File: config.mk
export PLATFORM = sky130hd
export DESIGN_NAME = ovb_div_cell
export DESIGN_NICKNAME = d
export VERILOG_FILES = /design/src/hw/rtl/ovb_div_cell.sv
export SDC_FILE = /design/constraint.sdc
export NUM_CORES = 1
export LEC_CHECK = 0
export BUFFER_PORTS_ARGS = -buffer_cell sky130_fd_sc_hd__buf_2
export CAP_MARGIN = 20
export CORE_MARGIN = 1
export CORE_UTILIZATION = 50
export CTS_BUF_LIST = sky130_fd_sc_hd__clkbuf_8
export CTS_CLUSTER_SIZE = 16
export DETAILED_ROUTE_END_ITERATION = 16
export GPL_ROUTABILITY_DRIVEN = 0
export PLACE_DENSITY = 0.83
export SYNTH_ARGS = -nofsm -noshare
export SYNTH_HDL_FRONTEND = slang
export SYNTH_SLANG_ARGS = --single-unit
export TNS_END_PERCENT = 50
File: constraint.sdc
create_clock -name i_clk -period 3.5 [get_ports i_clk]
set_clock_uncertainty 0.05 [all_clocks]
set_input_delay 0.175 -clock i_clk [delete_from_list [all_inputs] [get_ports i_clk]]
set_output_delay 0.175 -clock i_clk [all_outputs]
set_load 0.005 [all_outputs]
File: src/hw/rtl/ovb_div_cell.sv
// One restoring division step: shifts one numerator bit into the remainder.
// The quotient bit replaces the consumed numerator bit. Used in every divider chain.
// Depends on nothing.
module ovb_div_cell #(
    parameter int DW = 8,
    parameter int NW = 8,
    parameter int SW = 1
) (
    input  logic          i_clk,
    input  logic          i_en,
    input  logic [DW-1:0] i_rem,
    input  logic [NW-1:0] i_num,
    input  logic [DW-1:0] i_den,
    input  logic [SW-1:0] i_side,
    output logic [DW-1:0] o_rem,
    output logic [NW-1:0] o_num,
    output logic [DW-1:0] o_den,
    output logic [SW-1:0] o_side
);

    logic [DW:0]   w_trial;
    logic [DW:0]   w_diff;
    logic          w_ge;
    logic [DW-1:0] n_rem;
    logic [NW-1:0] n_num;

    always_comb begin
        w_trial = {i_rem, i_num[NW-1]};
        w_diff  = w_trial - {1'b0, i_den};
        w_ge    = w_trial >= {1'b0, i_den};
        n_rem   = w_ge ? w_diff[DW-1:0] : w_trial[DW-1:0];
        n_num   = {i_num[NW-2:0], w_ge};
    end

    always_ff @(posedge i_clk) begin
        if (i_en) begin
            o_rem  <= n_rem;
            o_num  <= n_num;
            o_den  <= i_den;
            o_side <= i_side;
        end
    end

endmodule

==> impl_metrics.csv, run 1 <==
group,metric,value,unit
status,status,"complete, no violations",
placement,dp.final_hpwl,1740,um
yosys,synth_edf_count,25,
setup_path,path_cells,"buf_2, inv_1, ha_1, fa_1, nor2b_1, o31a_1, nor4_1, a311o_1, mux2_2",
yosys,synth-simple-area-share,6.10,%
setup_path,start_kind,"input port",
detailed_routing,viasPerCell,5.14,
setup_path,critPathKind,"input port to flop",
setup_path,slowest_stage,"fa_1",
worst_hold_path,worstHoldPathType,"input port to flop",
detailed_routing,finalWirelength,2240,um
yosys,yosys.area.top_type,"edfxtp_1",
flow_run,max-cap-violations,0,
yosys,yosys_most_used_dff,"edfxtp_1",
final_layout,nNetsFinal,184,
floorplanning,die-area,2750,um^2
yosys,synth_most_common_cell,"edfxtp_1",
yosys,synth-seq-area-share,59.1,%
detailed_routing,route.detailed.drc,0,
yosys,syn_inst,94,
clocking,cts_buffers,3,
yosys,synth-adder-area-share,9.45,%
sta,setup_viol,0,
clocking,htreeDepth,1,
sta,fin_setup_tns,0,ps
final_layout,n_antenna_cell,0,
yosys,synth_xor_area_share,2.07,%
yosys,ys_seq_elements,25,
final_layout,fillers,172,
sta,fin_crit,1960,ps
grt,grt_use_total,17.2,%
clocking,post-cts-setup-buffers,0,
setup_path,worst_setup_path_end_kind,"flop",
clocking,hold_buffers,0,
worst_hold_path,min-delay-start,"i_num[3]",
grt,met1_usage,20.0,%
sta,fmax,510,MHz
detailed_routing,dr.pass1.iters,4,
yosys,synthesis.area,1270,um^2
clocking,clock-root-buffer,"clkbuf_8",
sta,hold_violations,0,
clocking,cts_buffer_depth,2,
floorplanning,dieWidth,52.4,um
grt,grt_pass1_vias,815,
grt,grt_pass1_wl,3330,um
yosys,syn_avg_cell_area,13.5,um^2
floorplanning,die_h,52.4,um
clocking,cts_resized,0,
detailed_routing,routedWlPerCell,12.8,um
yosys,synthDominantCellAreaShare,59.1,%
sta,relSlewSlack,63.4,%
final_layout,area_delta_synth_final,25.6,%
floorplanning,core,2300,um^2
detailed_routing,drt_iter0_markers,17,
setup_path,crit_fanout,3,
yosys,ys_async_sr_fraction,0,%
clocking,clk_pin_slew_worst_paths,80,ps
final_layout,drive_gt1_share,42.9,%
grt,grt_busiest_layer,"met2",
sta,min_period_over_period,56.0,%
setup_path,crit_arrival,1930,ps
detailed_routing,num_vias,899,
grt,antenna_found_initial,0,
setup_path,max_stage_delay,420,ps
sta,rsz0062_at_grt,"false",
yosys,yosys-top-cells-count,"edfxtp_1 (25), inv_1 (13), ha_1 (8)",
grt,grt_max_degree,26,
sta,slew_violations,0,
yosys,yosys_warnings,0,
pwr,power,681,uW
yosys,synth.distinct_cells,30,
clocking,clkSinkCount,25,
pwr,p_leak,0.723,nW
placement,io_buffers,51,
yosys,synth_compound_area_share,12.7,%
setup_path,required,3470,ps
clocking,cts_tree,"yes",
yosys,synthMuxAreaShare,6.00,%
pwr,irDropWorstVdd,298,uV
detailed_routing,ant_nets,0,
floorplanning,num_rows,17,
setup_path,startpoint,"i_num[7]",
yosys,ys_top_cells_by_area,"edfxtp_1 (59%), ha_1 (7.9%), mux2_2 (4.4%)",
grt,grt_use_met3,2.32,%
grt,overflow,0,
sta,tightest_slew,548,ps
floorplanning,io-pin-count,52,
yosys,syn_nets,130,
floorplanning,initial_core_util,55.3,%
pwr,powerDensity,427,nW/um^2
grt,met2_usage,30.0,%
yosys,synth_top_family_by_area,"compound AO/OA/AOI/OAI gates",
## final timing paths
check	end	slack, ps	cells past startpoint
max	o_rem[6]	1540	9
min	o_num[4]	30	1
## placed cells by master (no fill, tap or decap), types with 3 or more instances in the layout
cell type	netlist	final
buf_2	2	51
edfxtp_1	25	25
inv_1	13	14
ha_1	8	8
mux2_2	5	5
o21ai_0	4	4
a21o_1	3	3
nand2_1	3	3
a21oi_1	3	3
nor3_1	3	3
clkbuf_8	0	3
## final cells by class
class | count | area, um^2 | share of cell area (%)
repair buffers | 51 | 255 | 16.0
clock buffers | 3 | 41.3 | 2.59
multi-input cells | 54 | 462 | 28.9
inverters | 13 | 48.8 | 3.06
flip-flops and latches | 25 | 751 | 47.0
well taps | 28 | 35.0 | 2.19
clock inverters | 1 | 3.75 | 0.235
## flip-flops by register name, indices dropped and copies added, names as in the netlist
| name | count |
|---|---|
| o_den | 8 |
| o_num | 8 |
| o_rem | 8 |
| o_side | 1 |
## power breakdown
group / switching (mW) / leakage, nW / internal, mW
clock network: 0.0810 / 0.0269 / 0.0782
registers: 0.00623 / 0.245 / 0.366
logic: 0.0755 / 0.451 / 0.0740
## critical path: cells and delay by family
| family | cells | cell delay (ps) |
|---|---|---|
| buffers and inverters | 2 | 110 |
| muxes | 1 | 260 |
| and+or+nand+nor | 2 | 220 |
| AOI/OAI and AO/OA | 2 | 500 |
| adders and majority gates | 2 | 650 |
## per-layer routing
metal | part of all wire (%) | vias up | wire length (um)
met2 | 46 | 44 | 1030
met1 | 43 | 396 | 966
li1 | - | 452 | -
met5 | 0 | - | 0
met3 | 7.7 | 7 | 171
met4 | 3.0 | 0 | 66
## cell families (layout without fill, tap and decap cells)
group / count (synthesis) / in the layout
AOI/OAI and AO/OA: 20 / 20
xor gates and xnor gates: 3 / 3
adders and majority gates: 9 / 9
buffers and inverters: 15 / 68
DFF: 25 / 25
muxes: 7 / 7
and+or+nand+nor: 15 / 15
## stage by stage
step / setup WS (ps) / cell area [um^2] / cells / util, % / hold WS (ps)
floorplan: 1480 / 1270 / 94 / - / 224
global placement: 1320 / 1550 / 171 / 67.5 / 306
detailed placement: 1270 / 1550 / 171 / 67.5 / 304
CTS: 1550 / 1600 / 175 / 69.5 / 28.5
global route: 1450 / 1600 / 175 / 69.5 / 24.2
finish: 1540 / 1600 / 175 / 69.5 / 33.0
No activity file was read; power rests on OpenSTA's default activity.
==> run 2, diff against run 1 <==
--- a/config.mk
+++ b/config.mk
@@ -8,12 +8,12 @@
 export BUFFER_PORTS_ARGS = -buffer_cell sky130_fd_sc_hd__buf_2
 export CAP_MARGIN = 20
 export CORE_MARGIN = 1
-export CORE_UTILIZATION = 50
+export CORE_UTILIZATION = 44
 export CTS_BUF_LIST = sky130_fd_sc_hd__clkbuf_8
 export CTS_CLUSTER_SIZE = 16
 export DETAILED_ROUTE_END_ITERATION = 16
 export GPL_ROUTABILITY_DRIVEN = 0
-export PLACE_DENSITY = 0.83
+export PLACE_DENSITY = 0.77
 export SYNTH_ARGS = -nofsm -noshare
 export SYNTH_HDL_FRONTEND = slang
 export SYNTH_SLANG_ARGS = --single-unit
==> constraint.sdc (replaced) <==
create_clock -name i_clk -period 1.7 [get_ports i_clk]
set_clock_uncertainty 0.05 [all_clocks]
set_input_delay 0.085 -clock i_clk [delete_from_list [all_inputs] [get_ports i_clk]]
set_output_delay 0.085 -clock i_clk [all_outputs]
set_load 0.005 [all_outputs]
==> run 2 against run 1 <==
  * Utilization is 2.8 points higher
  * Cell count is 21% higher
  * Count of clock-buffer cells in the layout stayed put
  * Sequential share of layout area is 9.4 points lower
  * Sequential cell count stayed put
  * Sequential power is 110% higher
  * First-iteration DRC count is 47% higher
  * Wire length is 26% higher
  * Non-clock buffer count is 34 higher
  * Final area is 25% higher
  * Largest cell class unchanged
==> impl_metrics.csv, run 2 (synthesis gave the netlist of run 1 again) <==
group,metric,value,unit
status,status,"complete, no violations",
grt,grt_pass1_wl,4660,um
worst_hold_path,hold_depth,2,
final_layout,reg.largest.list,"o_den x8, o_num x8, o_rem x8",
grt,grt_pass1_vias,1078,
sta,fin_ws,41.2,ps
flow_run,max-cap-violations,0,
detailed_routing,viasPerCell,5.06,
floorplanning,die_h,55.8,um
setup_path,crit_fanout,3,
setup_path,slowest_stage,"fa_2",
clocking,cts_tree,"yes",
final_layout,multi_input_area,526,um^2
sta,setup_viol,0,
placement,placed_cells,192,
clocking,htreeDepth,1,
final_layout,area_delta_synth_final,56.9,%
final_layout,final_cell_mix,"buf_2 (50), edfxtp_1 (25), buf_4 (17), dlygate4sd3_1 (16), inv_1 (11)",
detailed_routing,finalWirelength,2830,um
floorplanning,die-area,3110,um^2
setup_path,crit_arrival,1640,ps
sta,fmax,603,MHz
worst_hold_path,min_to,"o_rem[4]",
pwr,powerDensity,784,nW/um^2
sta,rsz0062_at_grt,"false",
final_layout,finish.utilization,72.3,%
setup_path,critPathKind,"input port to flop",
floorplanning,core,2760,um^2
final_layout,regArea,751,um^2
sta,hold_violations,0,
detailed_routing,route.detailed.drc,0,
final_layout,drive_gt1_share,49.7,%
grt,grt_max_degree,26,
final_layout,design_area,1990,um^2
final_layout,nNetsFinal,218,
clocking,clkSinkCount,25,
floorplanning,num_rows,19,
clocking,cts_buffers,3,
setup_path,worst_setup_path_end_kind,"flop",
sta,hold_slack,81.7,ps
grt,antenna_found_initial,0,
grt,overflow,0,
clocking,cts_buffer_depth,2,
placement,placed_area,1760,um^2
floorplanning,io-pin-count,52,
clocking,clk_pin_slew_worst_paths,90,ps
pwr,irDropWorstVdd,689,uV
sta,tightest_slew,561,ps
detailed_routing,drt_iter0_markers,25,
setup_path,max_stage_delay,370,ps
final_layout,fin_cells,212,
pwr,power,1.56,mW
grt,grt_use_total,19.6,%
final_layout,layout_commonest_cell,"buf_2",
worst_hold_path,worstHoldPathType,"input port to flop",
sta,relSlewSlack,62.6,%
sta,fin_crit,1660,ps
setup_path,path_cells,"buf_6, inv_12, ha_4, fa_2, nor2b_2, o31a_1, nor4_1, a311o_1, mux2_4",
placement,io_buffers,51,
detailed_routing,routedWlPerCell,13.3,um
worst_hold_path,min-delay-start,"i_rem[3]",
setup_path,start_kind,"input port",
placement,pre_cts_ws,-353,ps
floorplanning,dieWidth,55.8,um
final_layout,fillers,197,
placement,dp.final_hpwl,2100,um
floorplanning,initial_core_util,46.1,%
clocking,post-cts-setup-buffers,0,
sta,min_period_over_period,97.6,%
sta,slew_violations,0,
setup_path,required,1680,ps
final_layout,n_antenna_cell,0,
sta,fin_setup_tns,0,ps
clocking,clock-root-buffer,"clkbuf_8",
pwr,p_leak,0.900,nW
detailed_routing,num_vias,1072,
detailed_routing,ant_nets,0,
detailed_routing,dr.pass1.iters,4,
## run 2: how the worst max path moves through the flow
stage / depth (start not counted) / startpoint / end / slack (ps)
floorplan: 8 / i_num[7] / o_rem[6] / -90
detailed placement: 9 / i_num[7] / o_rem[6] / -350
global route: 8 / i_den[0] / o_rem[6] / 10
global placement: 9 / i_num[7] / o_rem[6] / -320
finish: 9 / i_num[7] / o_rem[6] / 40
CTS: 9 / i_num[7] / o_rem[6] / 30
## run 2: final cells by class
| class | instances | share of cell area [%] |
|---|---|---|
| tap | 31 | 1.94 |
| clock inverter | 1 | 0.376 |
| inverter | 13 | 3.07 |
| clock buffer | 3 | 2.07 |
| sequential | 25 | 37.6 |
| multi-input combinational | 54 | 26.3 |
| timing repair buffer | 85 | 28.5 |
## run 2: what timing repair did
| action | 4_1_cts | 5_1_grt |
|---|---|---|
| endpoints found under the hold margin | 16 | 0 |
| pin swaps | 1 | 1 |
| setup endpoints to repair | 1 | 5 |
| resized for setup | 2 | 2 |
| hold buffers | 16 | 0 |
## run 2: critical path, delay by kind of cell
family | cells | cell delay [ps]
AOI/OAI and AO/OA | 2 | 450
adders and majority gates | 2 | 520
muxes | 1 | 260
buffers and inverters | 2 | 130
and+or+nand+nor | 2 | 190
## run 2: metal layers
metal | track usage, % | up-vias | routed length, um
met5 | 0 | - | 0
met4 | 8.57 | 0 | 53
met3 | 3.26 | 5 | 159
met2 | 36.5 | 41 | 1470
met1 | 21.7 | 504 | 1140
li1 | - | 522 | -
## run 2: power breakdown
group          switching, mW  internal (mW)  leakage (nW)
clock network          0.192          0.166        0.0217
logic                  0.187          0.249         0.633
registers             0.0139          0.754         0.245
==> run 3, diff against run 2 <==
--- a/config.mk
+++ b/config.mk
@@ -13,7 +13,7 @@
 export CTS_CLUSTER_SIZE = 16
 export DETAILED_ROUTE_END_ITERATION = 16
 export GPL_ROUTABILITY_DRIVEN = 0
-export PLACE_DENSITY = 0.77
+export PLACE_DENSITY = 0.85
 export SYNTH_ARGS = -nofsm -noshare
 export SYNTH_HDL_FRONTEND = slang
 export SYNTH_SLANG_ARGS = --single-unit
==> run 3 against run 2 <==
  * Non-clock buffer count grew 2
  * Sequential power is essentially flat
  * Total power grew 0.82%
  * Critical endpoint unchanged
  * Largest power group unchanged
  * Sequential share of layout area shrank 0.21 points
  * Combinational power grew 4%
  * Worst setup slack lost 40 ps
==> impl_metrics.csv, run 3 (synthesis gave the netlist of run 1 again) <==
group,metric,value,unit
detailed_routing,viasPerCell,5.23,
detailed_routing,met2_length,1660,um
pwr,seq_power_share,48.8,%
pwr,swShare,25.4,%
placement,placed_area,1750,um^2
final_layout,area_delta_synth_final,57.8,%
placement,io_buffers,51,
setup_path,critPathKind,"input port to flop",
sta,hold_violations,0,
pwr,switchingPower,401,uW
sta,slew_violations,0,
final_layout,fin_cells,214,
pwr,p_leak,0.917,nW
pwr,internal_power,1.18,mW
detailed_routing,wl_met1,1230,um
grt,overflow,0,
floorplanning,initial_core_util,46.1,%
clocking,clk_pin_slew_worst_paths,90,ps
setup_path,worst_setup_path_end_kind,"flop",
detailed_routing,num_vias,1120,
pwr,combPwrFrac,28.9,%
floorplanning,core,2760,um^2
placement,pre_cts_ws,-377,ps
floorplanning,die-area,3110,um^2
final_layout,design_area,2010,um^2
sta,fmax,589,MHz
final_layout,layout_commonest_cell,"buf_2",
setup_path,crit_fanout,2,
setup_path,start_kind,"input port",
floorplanning,io-pin-count,52,
pwr,power,1.58,mW
detailed_routing,top_layer,"met4",
final_layout,final_cell_mix,"buf_2 (50), edfxtp_1 (25), buf_4 (21), dlygate4sd3_1 (15), inv_1 (11)",
detailed_routing,drt_iter0_markers,44,
sta,tightest_slew,569,ps
placement,placed_cells,192,
floorplanning,die_h,55.8,um
clocking,clock-root-buffer,"clkbuf_8",
sta,fin_ws,1.29,ps
flow_run,max-cap-violations,0,
final_layout,nNetsFinal,220,
clocking,cts_buffer_depth,2,
detailed_routing,routedWlPerCell,14.9,um
clocking,clkSinkCount,25,
detailed_routing,dr.pass1.iters,4,
detailed_routing,route.detailed.drc,0,
clocking,cts_tree,"yes",
sta,rsz0062_at_grt,"true",
status,status,"complete, no violations",
sta,min_period_over_period,99.9,%
setup_path,required,1680,ps
pwr,powerDensity,786,nW/um^2
sta,fin_setup_tns,0,ps
sta,setup_viol,0,
clocking,htreeDepth,1,
detailed_routing,ant_nets,0,
sta,fin_crit,1700,ps
grt,grt_use_total,22.2,%
floorplanning,num_rows,19,
final_layout,reg.largest.list,"o_den x8, o_num x8, o_rem x8",
detailed_routing,wl_met3,173,um
pwr,clockPowerShare,22.3,%
detailed_routing,finalWirelength,3200,um
placement,dp.final_hpwl,2100,um
final_layout,drive_gt1_share,50.8,%
sta,hold_slack,5.52,ps
clocking,cts_buffers,3,
grt,grt_max_degree,26,
final_layout,finish.utilization,72.7,%
worst_hold_path,worstHoldPathType,"input port to flop",
floorplanning,dieWidth,55.8,um
setup_path,crit_arrival,1680,ps
grt,grt_pass1_wl,5280,um
final_layout,n_antenna_cell,0,
pwr,irDropWorstVdd,790,uV
sta,relSlewSlack,62.0,%
grt,grt_pass1_vias,1154,
grt,antenna_found_initial,0,
[run 3: area by class of cell]
cell class | instances | area, um^2
repair buffers | 87 | 578
fillers | 171 | 752
clock buffers | 3 | 41.3
clock inverters | 1 | 5.00
inverters | 13 | 61.3
flip-flops and latches | 25 | 751
multi-input cells | 54 | 531
well taps | 31 | 38.8
[run 3: what timing repair did]
| item | in CTS | in global routing |
|---|---|---|
| endpoints found under the setup margin | 1 | 7 |
| hold endpoints to repair | 15 | 0 |
| hold buffers | 15 | 0 |
| buffers inserted | 1 | 2 |
| resized for setup | 2 | 2 |
| pin swaps | 2 | 3 |
[run 3: critical path, stage by stage]
cell and delay [ps]:
buf_4 130, inv_12 30, ha_4 150, fa_2 370, nor2b_4 130, o31a_1 140
nor4_1 70, a311o_1 290, mux2_4 270
[run 3: per-layer routing]
layer  vias up  global-route usage (%)
met5         -                       0
met4         0                    14.3
met3        15                    3.26
met2        54                    39.8
met1       522                    24.4
li1        529                       -
[run 3: power groups by stage]
stage	sequential [mW]	clock, mW	combinational, mW
floorplan	0.794	0	0.196
global placement	0.779	0	0.373
detailed placement	0.782	0	0.393
CTS	0.768	0.350	0.429
global route	0.775	0.367	0.498
finish	0.769	0.351	0.455
[run 3: path summary, 6_finish.rpt]
path | from | to | cells past startpoint
worst max-delay path | i_num[7] | o_rem[6] | 9
worst min-delay path | i_den[0] | o_den[0] | 1
